--- config.mk ---
export PLATFORM = sky130hd
export DESIGN_NAME = protobuf_field_scanner
export DESIGN_NICKNAME = d
export VERILOG_FILES = /design/src/sv/pbfs_pkg.sv /design/src/sv/protobuf_field_scanner.sv /design/src/sv/pbfs_decoder.sv
export SDC_FILE = /design/constraint.sdc
export NUM_CORES = 1
export LEC_CHECK = 0
export ABC_CLOCK_PERIOD_IN_PS = 13670
export BUFFER_PORTS_ARGS = -buffer_cell sky130_fd_sc_hd__buf_4
export CAP_MARGIN = 20
export CORE_MARGIN = 2
export CORE_UTILIZATION = 55
export CTS_CLUSTER_SIZE = 16
export DETAILED_ROUTE_END_ITERATION = 8
export HOLD_SLACK_MARGIN = 0.08
export PLACE_DENSITY = 0.73
export SYNTH_ARGS = -nofsm -noshare
export SYNTH_HDL_FRONTEND = slang
export SYNTH_SLANG_ARGS = --single-unit
--- constraint.sdc ---
create_clock -name clk -period 13.67 [get_ports clk]
set_clock_uncertainty 0.15 [all_clocks]
set_input_delay 0.6835 -clock clk [delete_from_list [all_inputs] [get_ports clk]]
set_output_delay 0.6835 -clock clk [all_outputs]
set_load 0.02 [all_outputs]
--- src/sv/pbfs_pkg.sv ---
// ----------------------------------------------------------------------------
// pbfs_pkg
// Shared types and constants for the protobuf field scanner.
// ----------------------------------------------------------------------------
`timescale 1ns / 1ps

package pbfs_pkg;

    localparam int PBFS_MAX_BYTES = 512;

    // configuration register indexes
    localparam int CFG_IDX_W  = 1;
    localparam int CFG_DATA_W = 32;
    localparam logic [CFG_IDX_W-1:0] CFG_TARGET_FIELD = 1'b0;
    localparam logic [CFG_IDX_W-1:0] CFG_FIELD_KIND   = 1'b1;

    // result status codes
    localparam logic [1:0] ST_NOT_FOUND = 2'd0;
    localparam logic [1:0] ST_FOUND     = 2'd1;
    localparam logic [1:0] ST_TOO_LONG  = 2'd2;

    typedef struct packed {
        logic [7:0] data_byte;
        logic       last_byte;
    } item_t;

    typedef struct packed {
        logic [1:0]  status;
        logic [8:0]  data_offset;
        logic [9:0]  data_length;
        logic [31:0] varint_value;
    } result_t;

    typedef struct packed {
        logic [28:0] target_field;
        logic        field_kind;
    } cfg_t;

endpackage

--- src/sv/protobuf_field_scanner.sv ---
// ----------------------------------------------------------------------------
// protobuf_field_scanner
// Scans a protobuf message byte by byte and reports the first field with the
// configured number (length-delimited or varint, per field_kind).
// ----------------------------------------------------------------------------
// One message byte is taken per clock cycle unless the input stalls; the
// whole decoder update for a byte is combinational logic feeding the scan
// state registers. One result per message is presented the cycle after its
// last byte transfers and sits in an output register until taken. Input stalls
// only when a last byte arrives while the previous result is still held and
// stalled. The user is to write target_field and field_kind through the cfg
// port only between messages; the block itself does not enforce this.
`timescale 1ns / 1ps

module protobuf_field_scanner
    import pbfs_pkg::*;
#(
    parameter int MAX_BYTES = PBFS_MAX_BYTES
)
(
    input  logic                  clk,
    input  logic                  rst_n,
    input  logic                  item_valid,
    output logic                  item_stall,
    input  item_t                 item,
    output logic                  result_valid,
    input  logic                  result_stall,
    output result_t               result,
    input  logic                  cfg_valid,
    output logic                  cfg_ready,
    input  logic [CFG_IDX_W-1:0]  cfg_index,
    input  logic [CFG_DATA_W-1:0] cfg_data
);

    logic    accept;
    logic    result_valid_reg;
    result_t result_reg;
    result_t dec_result;
    cfg_t    cfg_reg;

    assign cfg_ready    = 1'b1;
    assign item_stall   = result_valid_reg && result_stall && item.last_byte;
    assign accept       = item_valid && !item_stall;
    assign result_valid = result_valid_reg;
    assign result       = result_reg;

    always_ff @(posedge clk or negedge rst_n)
    begin
        if (!rst_n)
        begin
            cfg_reg.target_field <= 29'd1;
            cfg_reg.field_kind   <= 1'b0;
        end
        else if (cfg_valid && cfg_ready)
        begin
            case (cfg_index)
                CFG_TARGET_FIELD: cfg_reg.target_field <= cfg_data[28:0];
                CFG_FIELD_KIND:   cfg_reg.field_kind   <= cfg_data[0];
                default:
                begin
                end
            endcase
        end
    end

    pbfs_decoder #(
        .MAX_BYTES (MAX_BYTES)
    ) u_decoder (
        .clk    (clk),
        .rst_n  (rst_n),
        .accept (accept),
        .item   (item),
        .cfg    (cfg_reg),
        .result (dec_result)
    );

    always_ff @(posedge clk or negedge rst_n)
    begin
        if (!rst_n)
        begin
            result_valid_reg <= 1'b0;
        end
        else if (accept && item.last_byte)
        begin
            result_valid_reg <= 1'b1;
        end
        else if (!result_stall)
        begin
            result_valid_reg <= 1'b0;
        end
    end

    always_ff @(posedge clk)
    begin
        if (accept && item.last_byte)
        begin
            result_reg <= dec_result;
        end
    end

    // every last-byte transfer produces a result on the next cycle
    a_last_gives_result: assert property (@(posedge clk) disable iff (!rst_n)
        (item_valid && !item_stall && item.last_byte) |=> result_valid)
        else $error("no result after last byte");

    // a new result appears only after a last-byte transfer
    a_result_has_cause: assert property (@(posedge clk) disable iff (!rst_n)
        $rose(result_valid) |-> $past(item_valid && !item_stall && item.last_byte))
        else $error("result without last byte");

    // payload fields are zero unless the field was found
    a_zero_unless_found: assert property (@(posedge clk) disable iff (!rst_n)
        (result_valid && (result.status != ST_FOUND)) |->
        ((result.data_offset == 9'd0) && (result.data_length == 10'd0) &&
         (result.varint_value == 32'd0)))
        else $error("nonzero payload on not-found result");

    // the two modes never both report payload
    a_one_mode: assert property (@(posedge clk) disable iff (!rst_n)
        (result_valid && (result.varint_value != 32'd0)) |->
        ((result.data_offset == 9'd0) && (result.data_length == 10'd0)))
        else $error("length and varint result mixed");

endmodule

--- src/sv/pbfs_decoder.sv ---
// ----------------------------------------------------------------------------
// pbfs_decoder
// Per-byte wire-format decoder: tag/varint accumulation, payload skipping,
// match capture and end-of-message result formation.
// ----------------------------------------------------------------------------
`timescale 1ns / 1ps

module pbfs_decoder
    import pbfs_pkg::*;
#(
    parameter int MAX_BYTES = PBFS_MAX_BYTES
)
(
    input  logic    clk,
    input  logic    rst_n,
    input  logic    accept,
    input  item_t   item,
    input  cfg_t    cfg,
    output result_t result
);

    localparam int POS_W = $clog2(MAX_BYTES + 2);

    localparam logic [2:0] PH_TAG   = 3'd0;
    localparam logic [2:0] PH_VALUE = 3'd1;
    localparam logic [2:0] PH_LEN   = 3'd2;
    localparam logic [2:0] PH_SKIP  = 3'd3;
    localparam logic [2:0] PH_DONE  = 3'd4;

    localparam logic [2:0] WT_VARINT = 3'd0;
    localparam logic [2:0] WT_FIX64  = 3'd1;
    localparam logic [2:0] WT_LEN    = 3'd2;
    localparam logic [2:0] WT_FIX32  = 3'd5;

    typedef struct packed {
        logic [2:0]       phase;
        logic [31:0]      acc;
        logic [5:0]       shift;
        logic [31:0]      skip;
        logic [POS_W-1:0] pos;
        logic [28:0]      cur_field;
        logic [2:0]       cur_wire;
        logic             seen;
        logic [POS_W-1:0] moff;
        logic [31:0]      mval;
        logic             too_long;
        logic             is_len;
    } scan_t;

    scan_t scan_reg;
    scan_t scan_next;
    scan_t s;
    logic  cont;
    logic [32:0] end_pos;

    function automatic scan_t start_varint(scan_t st);
        st.acc   = '0;
        st.shift = '0;
        return st;
    endfunction

    function automatic scan_t accumulate(scan_t st, logic [7:0] b);
        if (st.shift < 6'd32)
        begin
            st.acc = st.acc | ({25'd0, b[6:0]} << st.shift[4:0]);
        end
        // saturate at 63
        if (st.shift > 6'd56)
        begin
            st.shift = 6'd63;
        end
        else
        begin
            st.shift = st.shift + 6'd7;
        end
        return st;
    endfunction

    function automatic scan_t dispatch(scan_t st);
        st.cur_field = st.acc[31:3];
        st.cur_wire  = st.acc[2:0];
        st = start_varint(st);
        case (st.cur_wire)
            WT_VARINT: st.phase = PH_VALUE;
            WT_LEN:    st.phase = PH_LEN;
            WT_FIX32:
            begin
                st.phase = PH_SKIP;
                st.skip  = 32'd4;
            end
            WT_FIX64:
            begin
                st.phase = PH_SKIP;
                st.skip  = 32'd8;
            end
            default:   st.phase = PH_DONE;
        endcase
        return st;
    endfunction

    function automatic scan_t value_done(scan_t st, cfg_t c);
        if (c.field_kind && (st.cur_field == c.target_field))
        begin
            st.seen   = 1'b1;
            st.is_len = 1'b0;
            st.mval   = st.acc;
            st.phase  = PH_DONE;
        end
        else
        begin
            st.phase = PH_TAG;
        end
        st = start_varint(st);
        return st;
    endfunction

    function automatic scan_t length_done(scan_t st, cfg_t c);
        logic [31:0] len;
        len = st.acc;
        st = start_varint(st);
        if (!c.field_kind && (st.cur_field == c.target_field))
        begin
            st.seen   = 1'b1;
            st.is_len = 1'b1;
            st.moff   = st.pos;
            st.mval   = len;
            st.phase  = PH_DONE;
        end
        else if (len == 32'd0)
        begin
            st.phase = PH_TAG;
        end
        else
        begin
            st.skip  = len;
            st.phase = PH_SKIP;
        end
        return st;
    endfunction

    always_comb
    begin
        s       = scan_reg;
        cont    = item.data_byte[7];
        result  = '0;
        end_pos = '0;

        // byte count saturates one past the limit
        if (s.pos <= POS_W'(MAX_BYTES))
        begin
            s.pos = s.pos + POS_W'(1);
        end
        if (s.pos > POS_W'(MAX_BYTES))
        begin
            s.too_long = 1'b1;
        end

        case (s.phase)
            PH_TAG:
            begin
                s = accumulate(s, item.data_byte);
                if (!cont)
                begin
                    s = dispatch(s);
                end
            end
            PH_VALUE:
            begin
                s = accumulate(s, item.data_byte);
                if (!cont)
                begin
                    s = value_done(s, cfg);
                end
            end
            PH_LEN:
            begin
                s = accumulate(s, item.data_byte);
                if (!cont)
                begin
                    s = length_done(s, cfg);
                end
            end
            PH_SKIP:
            begin
                if (s.skip != 32'd0)
                begin
                    s.skip = s.skip - 32'd1;
                end
                if (s.skip == 32'd0)
                begin
                    s.phase = PH_TAG;
                end
            end
            default:
            begin
            end
        endcase

        if (item.last_byte)
        begin
            // close out any varint still open at end of message
            if ((s.phase == PH_TAG) && (s.shift != 6'd0))
            begin
                s = dispatch(s);
            end
            if (s.phase == PH_VALUE)
            begin
                s = value_done(s, cfg);
            end
            else if (s.phase == PH_LEN)
            begin
                s = length_done(s, cfg);
            end

            end_pos = {1'b0, s.mval} + 33'(s.moff);
            if (s.too_long)
            begin
                result.status = ST_TOO_LONG;
            end
            else if (s.seen)
            begin
                if (s.is_len)
                begin
                    // payload must fit inside the message
                    if (end_pos <= 33'(s.pos))
                    begin
                        result.status      = ST_FOUND;
                        result.data_offset = 9'(s.moff);
                        result.data_length = s.mval[9:0];
                    end
                end
                else
                begin
                    result.status       = ST_FOUND;
                    result.varint_value = s.mval;
                end
            end
        end

        scan_next = item.last_byte ? scan_t'('0) : s;
    end

    always_ff @(posedge clk or negedge rst_n)
    begin
        if (!rst_n)
        begin
            scan_reg <= '0;
        end
        else if (accept)
        begin
            scan_reg <= scan_next;
        end
    end

endmodule
# Word-level counts from Yosys, hierarchy flattened

Index checks and enable logic that the tools add are counted.

Add/subtract/negate cells: 4
Magnitude comparators: 5
Equality and inequality tests: 14
Shift-type cells: 1
Mux-type cells: 49
Bitwise logic cells: 6
Reductions and logical operators: 26

Operators by type and width:

| kind                                                                 | count |
|---|---|
| 160-bit two-way mux                                                  | 6 |
| 32-bit two-way mux                                                   | 10 |
| 87-bit one-hot mux with 3 select lines                               | 1 |
| 32-bit one-hot mux with 2 select lines                               | 2 |
| 32-bit one-hot mux with 4 select lines                               | 1 |
| 38-bit one-hot mux with 3 select lines                               | 1 |
| 45-bit two-way mux                                                   | 2 |
| 87-bit two-way mux                                                   | 1 |
| 43-bit two-way mux                                                   | 2 |
| 32-bit zero test                                                     | 2 |
| 29-bit == test                                                       | 2 |
| 53-bit two-way mux                                                   | 1 |
| 32-bit by 10-bit adder with 33-bit output                            | 1 |
| 33-bit by 10-bit <= comparator with 1-bit output                     | 1 |
| 32-bit bitwise OR                                                    | 1 |
| 32-bit nonzero test                                                  | 1 |
| 7-bit by 5-bit left shift with 32-bit output                         | 1 |
| 32-bit by 1-bit subtractor with 32-bit output, second input constant | 1 |
| 20-bit two-way mux                                                   | 1 |
| 19-bit two-way mux                                                   | 1 |
| 3-bit one-hot mux with 3 select lines                                | 2 |
| 3-bit by 2-bit == test with 1-bit output, second input constant      | 5 |
| 3-bit by 1-bit == test with 1-bit output, second input constant      | 4 |
| 3-bit zero test                                                      | 4 |
| 23 further kinds                                                     | 51 |

Bits in registers: 244
Bits of input ports: 47
Output and inout port bits: 56
Word-level logic and storage cells: 125

# Depth between registers and ports, before layout

Depth in word-level cells: 26
Depth in mapped cells: 40
Gate-level depth less buffers: 33

# Modules after synthesis

A second synthesis with hierarchy kept.

Cells, all modules: 2,080
Area, all modules: 17,426.7 µm²

Modules (own cells, without submodules):

| module                 | instances | cells an instance | area each (µm²) | seq. area each (µm²) |
|---|---|---|---|---|
| pbfs_decoder           | 1         | 1,953             | 14,586.5        | 3,928.8 |
| protobuf_field_scanner | 1         | 127               | 2,840.2         | 2,368.5 |

# Least setup slack after synthesis

Ideal clock, no wire load.

Kind: register -> register
Start: register u_decoder.scan_reg[87] in the netlist's numbering
End: register result_reg, in the netlist result[36] (data pin)
Library setup time: 136 ps
Arrival time: 9,493 ps
Required time: 13,384 ps
Path slack: 3,891 ps
Cell stages (with the launch flop): 41
Path buffers: 7
Clock period less this slack: 9,779 ps
Path through: dfrtp_1 -> clkbuf_1 -> inv_1 -> ha_1 -> or4b_1 -> clkbuf_1 -> or3_1 -> buf_4 -> nor3_4 -> o22ai_1 -> or4b_4 -> nor4_4 -> a21oi_2 -> nor3_4 -> mux2_2 -> nor4b_4 -> o211a_1 -> clkbuf_1 -> (+5 left out) -> fa_1 -> a21o_1 -> a21oi_1 -> o21bai_1 -> a21oi_1 -> o21ai_0 -> a221oi_1 -> or2_0 -> clkbuf_1 -> a31oi_1 -> nor2_1 -> a21oi_1 -> or3_1 -> nor4_1 -> a41oi_1 -> or4_1 -> buf_4 -> nor2_2

Cells in the longest elaborated chain, start to end: 20
Elaborated cells on any way between the ends: 30
Those cells by class: add/sub (2); order compare (1); eq/ne (3); mux (14); bitwise (3); reduce/logical (7)

Ends and longest elaborated chain:

| what                                                                                 | RTL line                                 | source |
|---|---|---|
| start, declared                                                                      | pbfs_decoder.sv:50                       | `scan_t scan_reg;` |
| start signal, assigned                                                               | pbfs_decoder.sv:251                      | `scan_reg <= scan_next;` |
| 32-bit by 1-bit subtractor with 32-bit output or 32-bit nonzero test (tied branches) | pbfs_decoder.sv:187, pbfs_decoder.sv:185 |  |
| 32-bit two-way mux (*)                                                               | pbfs_decoder.sv:185                      | `if (s.skip != 32'd0)` |
| 32-bit two-way mux (*)                                                               | pbfs_decoder.sv:158                      | `case (s.phase)` |
| 32-bit zero test (*)                                                                 | pbfs_decoder.sv:189                      | `if (s.skip == 32'd0)` |
| 3-bit two-way mux (*)                                                                | pbfs_decoder.sv:189                      |  |
| 3-bit one-hot mux with 4 select lines (*)                                            | pbfs_decoder.sv:158                      |  |
| 3-bit zero test                                                                      | pbfs_decoder.sv:202                      | `if ((s.phase == PH_TAG) && (s.shift != 6'd0))` |
| 1-bit logical AND                                                                    | pbfs_decoder.sv:202                      |  |
| (+4 left out)                                                                        | --                                       |  |
| 43-bit two-way mux                                                                   | pbfs_decoder.sv:121                      | `if (!c.field_kind && (st.cur_field == c.target_field))` |
| 45-bit two-way mux                                                                   | pbfs_decoder.sv:210                      | `else if (s.phase == PH_LEN)` |
| 45-bit two-way mux (*)                                                               | pbfs_decoder.sv:206                      | `if (s.phase == PH_VALUE)` |
| 87-bit two-way mux (*)                                                               | pbfs_decoder.sv:199                      | `if (item.last_byte)` |
| 32-bit by 10-bit adder with 33-bit output                                            | pbfs_decoder.sv:215                      | `end_pos = {1'b0, s.mval} + 33'(s.moff);` |
| 33-bit by 10-bit <= comparator with 1-bit output                                     | pbfs_decoder.sv:225                      | `if (end_pos <= 33'(s.pos))` |
| 1-bit NOT (no line)                                                                  | --                                       |  |
| 5-bit OR reduction (no line)                                                         | --                                       |  |
| end signal, assigned                                                                 | protobuf_field_scanner.sv:97             | `result_reg <= dec_result;` |
| end, declared                                                                        | protobuf_field_scanner.sv:37             | `result_t result_reg;` |

Mark *: on every way between the ends. The rest lies on a longest branch, timed or not. The select of a mux whose other input is x is not followed.
A chain may end at the register's enable or synchronous reset.

# Worst setup path in the final report

Start: register u_decoder.scan_reg[120] in the netlist's numbering
End: register result_reg, in the netlist result[32] (data pin)

Cells in the longest elaborated chain, start to end: 23
Elaborated cells on any way between the ends: 56
Those cells by class: add/sub (2); order compare (3); eq/ne (9); shift (1); mux (26); bitwise (4); reduce/logical (11)

Ends and longest elaborated chain:

| what                                                                       | RTL line                                 | source |
|---|---|---|
| 7-bit by 5-bit left shift with 32-bit output                               | pbfs_decoder.sv:65                       | `st.acc = st.acc \| ({25'd0, b[6:0]} << st.shift[4:0]);` |
| 32-bit bitwise OR                                                          | pbfs_decoder.sv:65                       |  |
| 32-bit two-way mux                                                         | pbfs_decoder.sv:63                       | `if (st.shift < 6'd32)` |
| 32-bit two-way mux                                                         | pbfs_decoder.sv:158                      |  |
| 32-bit zero test (tied with other cells)                                   | pbfs_decoder.sv:129                      | `else if (len == 32'd0)` |
| 2-bit two-way mux or 2-bit OR reduction (tied branches)                    | --                                       |  |
| 3-bit two-way mux or 3-bit one-hot mux with 3 select lines (tied branches) | pbfs_decoder.sv:121, pbfs_decoder.sv:83  |  |
| 160-bit two-way mux, on equally long branches                              | pbfs_decoder.sv:178, pbfs_decoder.sv:162 |  |
| (+7 left out)                                                              | --                                       |  |
| 43-bit two-way mux                                                         | pbfs_decoder.sv:121                      |  |
| 45-bit two-way mux                                                         | pbfs_decoder.sv:210                      |  |
| 45-bit two-way mux (*)                                                     | pbfs_decoder.sv:206                      |  |
| 87-bit two-way mux (*)                                                     | pbfs_decoder.sv:199                      |  |
| 32-bit by 10-bit adder with 33-bit output                                  | pbfs_decoder.sv:215                      |  |
| 33-bit by 10-bit <= comparator with 1-bit output                           | pbfs_decoder.sv:225                      |  |
| 1-bit NOT (no line)                                                        | --                                       |  |
| 5-bit OR reduction (no line)                                               | --                                       |  |

Marked as above.

==> metrics.md <==
| Metric | Value |
|---|---|
| Status | `complete, no violations` |
| CTS Hold Bufs | `1` |
| Syn Nets | `2,204` |
| Most frequent cells in the layout | `240 x nand2_1, 201 x o21ai_0, 187 x dfrtp_1` |
| Register area share after synthesis | `35.82%` |
| Slew @ Worst Pin | `1.130 ns` |
| Pin count of the biggest net entering global routing | `75` |
| CTS tree | `yes` |
| Tot Pwr | `3162 uW` |
| Ratio of cells with drive above 1 in the final layout | `14.12%` |
| Peak supply drop | `0.1538 mV` |
| GR Util All Layers | `41.42%` |
| First-pass GRT wire length | `105,000 um` |
| Synth Instances | `2,132` |
| Die height | `182.8 um` |
| Post-CTS Repair Setup Buffers | `0` |
| Pwr dens | `159.9 mW/mm2` |
| Hpwl dp | `50,360 um` |
| Setup crit end kind | `register` |
| Crit-path max cell delay | `0.96 ns` |
| Core area | `0.03147 mm2` |
| Slowest cell on crit path | `dfrtp_1` |
| FMAX | `0.08498 GHz` |
| DR vias/cell | `6.973` |
| Synth unique cells | `98` |
| Max_cap viols | `0` |
| Clock sinks | `241` |
| Crit Path Max Fanout | `36` |
| Initial Util | `55.85%` |
| Worst path most repeated cell | `a21oi_1` |
| Max reg flops | `157` |
| Ys flop type | `dfrtp_1` |
| Overflow after GRT | `0` |
| Net count, final | `2,252` |
| Cts bufs inserted | `28` |
| I/O Buffers | `98` |
| Pleak | `0.008092 uW` |
| Crit path DAT | `12.03 ns` |
| Final-layout fill cell count | `2,772` |
| Vias in the first global route | `16.86k` |
| Max-slew headroom | `24.67%` |
| Gpl congestion | `1.088` |
| First-pass iteration count of the detailed router | `6` |
| CP Data Required Time | `13.94 ns` |
| FF/Latch Area | `0.006297 mm2` |
| Routed len/inst | `26.77 um` |
| Async set-reset flop share out of synthesis | `78.01%` |
| Clock tree buffer depth | `3` |
| Synthesized flop and latch total | `241` |
| RSZ-0062 raised after global routing | `false` |
| Synthesis Warnings | `0` |
| Cell Area, Synth | `0.01758 mm2` |
| Max-slew violation count | `0` |
| Startpoint Class | `register` |
| Final hold vios | `0` |
| Post-synth EDFFs | `53` |
| Mean Syn Cell Area | `8.245 um2` |
| Initial antenna violation count | `1` |
| Clock-pin slew on the worst setup and hold paths | `0.06 ns` |
| Tcrit/Tclk final | `86.08%` |
| H-Tree Depth | `1` |
| Most common cell after layout, fill and taps aside | `nand2_1` |
| Worst skew pair latency | `0.57 ns` |
| N_diodes | `0` |
| Post-layout min period | `11.77 ns` |
| Root Buffer | `clkbuf_16` |
| Final setup viols | `0` |
| Footprint of the multi-input gates | `0.01051 mm2` |
| Die Area | `0.03341 mm2` |
| Area Overhead vs Synth | `12.51%` |
| Vias | `18.16k` |
| Rows | `65` |
| HP Class | `input pin to register` |
| PostCTS Resize Cnt | `0` |
| Die W | `182.8 um` |
| DRC errors left | `0` |
| IO Pins | `103` |
| Post-DRT Antenna Nets | `0` |
| Final setup TNS | `0 ns` |
| DR iter-0 viols | `2,507` |
| Routed wire length | `69,720 um` |
| Critical path type | `register to register` |
-- synth_stat cells, types with 18 or more instances --
cell      number  share of area, %
a21oi_1      147               4.2
a21o_1        21              0.90
nor3_1        58               1.7
edfxtp_1      53               9.1
and2_1        21              0.75
nand2_1      241               5.1
o21ai_0      201               5.7
nand4_1       21              0.75
o22a_1        18              0.90
nand3_1       50               1.4
a22o_1        20               1.0
nor2b_1       22              0.78
dfrtp_1      187                27
o211ai_1      29               1.2
xor2_1        56               2.8
ha_1          24               1.7
a31oi_1       47               1.7
nor2_1       181               3.9
mux2_2        43               2.8
nor4_1        44               1.6
or3_1         27              0.96
xnor2_1       34               1.7
a211oi_1      30               1.3
inv_1         67               1.4
o22ai_1       22              0.78
mux2i_1       46               2.6
clkbuf_1     119               2.5
-- worst max-delay path: cells and delay by family, from the launching register on --
kind                     cells  cell delay (ns)
AO/OA/AOI/OAI               15             4.09
adder cells (fa/ha/maj)      1             0.33
buffers and inverters        3             0.72
flip-flops                   1             0.96
multiplexers                 1             0.37
AND/OR/NAND/NOR             12             4.91
-- final cells by class --
| cell class | count | area share, % |
|---|---|---|
| multi-input cells | 1681 | 53.12 |
| flip-flops and latches | 241 | 31.84 |
| repair buffers | 161 | 6.181 |
| clock buffers | 36 | 3.954 |
| well taps | 402 | 2.543 |
| inverters | 67 | 1.272 |
| clock inverters | 16 | 1.088 |
-- kinds of logic after synthesis --
group	after synthesis	share of synthesized area [%]
buffers and inverters	210	4.598
xor gates and xnor gates	90	4.484
AOI/OAI and AO/OA	694	25.25
DFF	241	35.82
muxes	94	6.015
adders and majority gates	25	1.822
and+or+nand+nor	777	21.98
other	1	0.02133
-- layer usage --
metal  routed length (um)  up-vias  GRT usage, %
met5                    0        -             0
met4                 4646        0         23.30
met3                 7542      274         10.92
met2                29910     1200         62.49
met1                27620     8692         54.26
li1                     -     7991             -
-- through the flow --
| stage | std cells | hold WS, ns | cell area (um2) | utilization, % | setup slack [ns] |
|---|---|---|---|---|---|
| after floorplan | 2132 | 0.2379 | 17580 | - | 3.891 |
| after global placement | 2548 | 0.3067 | 18740 | 59.53 | 2.435 |
| after detailed placement | 2550 | 0.3146 | 18750 | 59.57 | 2.355 |
| after CTS | 2603 | 0.1619 | 19760 | 62.77 | 2.291 |
| after global routing | 2604 | 0.1950 | 19780 | 62.84 | 1.421 |
| final | 2604 | 0.1691 | 19780 | 62.84 | 1.903 |
-- where the power goes --
part	leakage, uW	internal [uW]	switching [uW]	total, uW
clock	0.000486	498	323	821
sequential	0.00302	809	171	980
combinational	0.00459	446	915	1360
total	0.00809	1750	1410	3160
-- path summary, 6_finish.rpt --
path | from | end | slack (ns) | cells past startpoint
hold reg to reg | u_decoder.scan_reg[5] | u_decoder.scan_reg[5] | 0.33 | 2
max in group asynchronous | rst_n | cfg_reg[27] | 10.62 | 4
min in group asynchronous | rst_n | u_decoder.scan_reg[38] | 0.49 | 2
hold / removal | result_stall | result_valid | 0.17 | 3
setup reg to reg | u_decoder.scan_reg[120] | result[32] | 1.90 | 32
setup / recovery | u_decoder.scan_reg[120] | result[32] | 1.90 | 32
No activity file was read; power rests on OpenSTA's default activity.
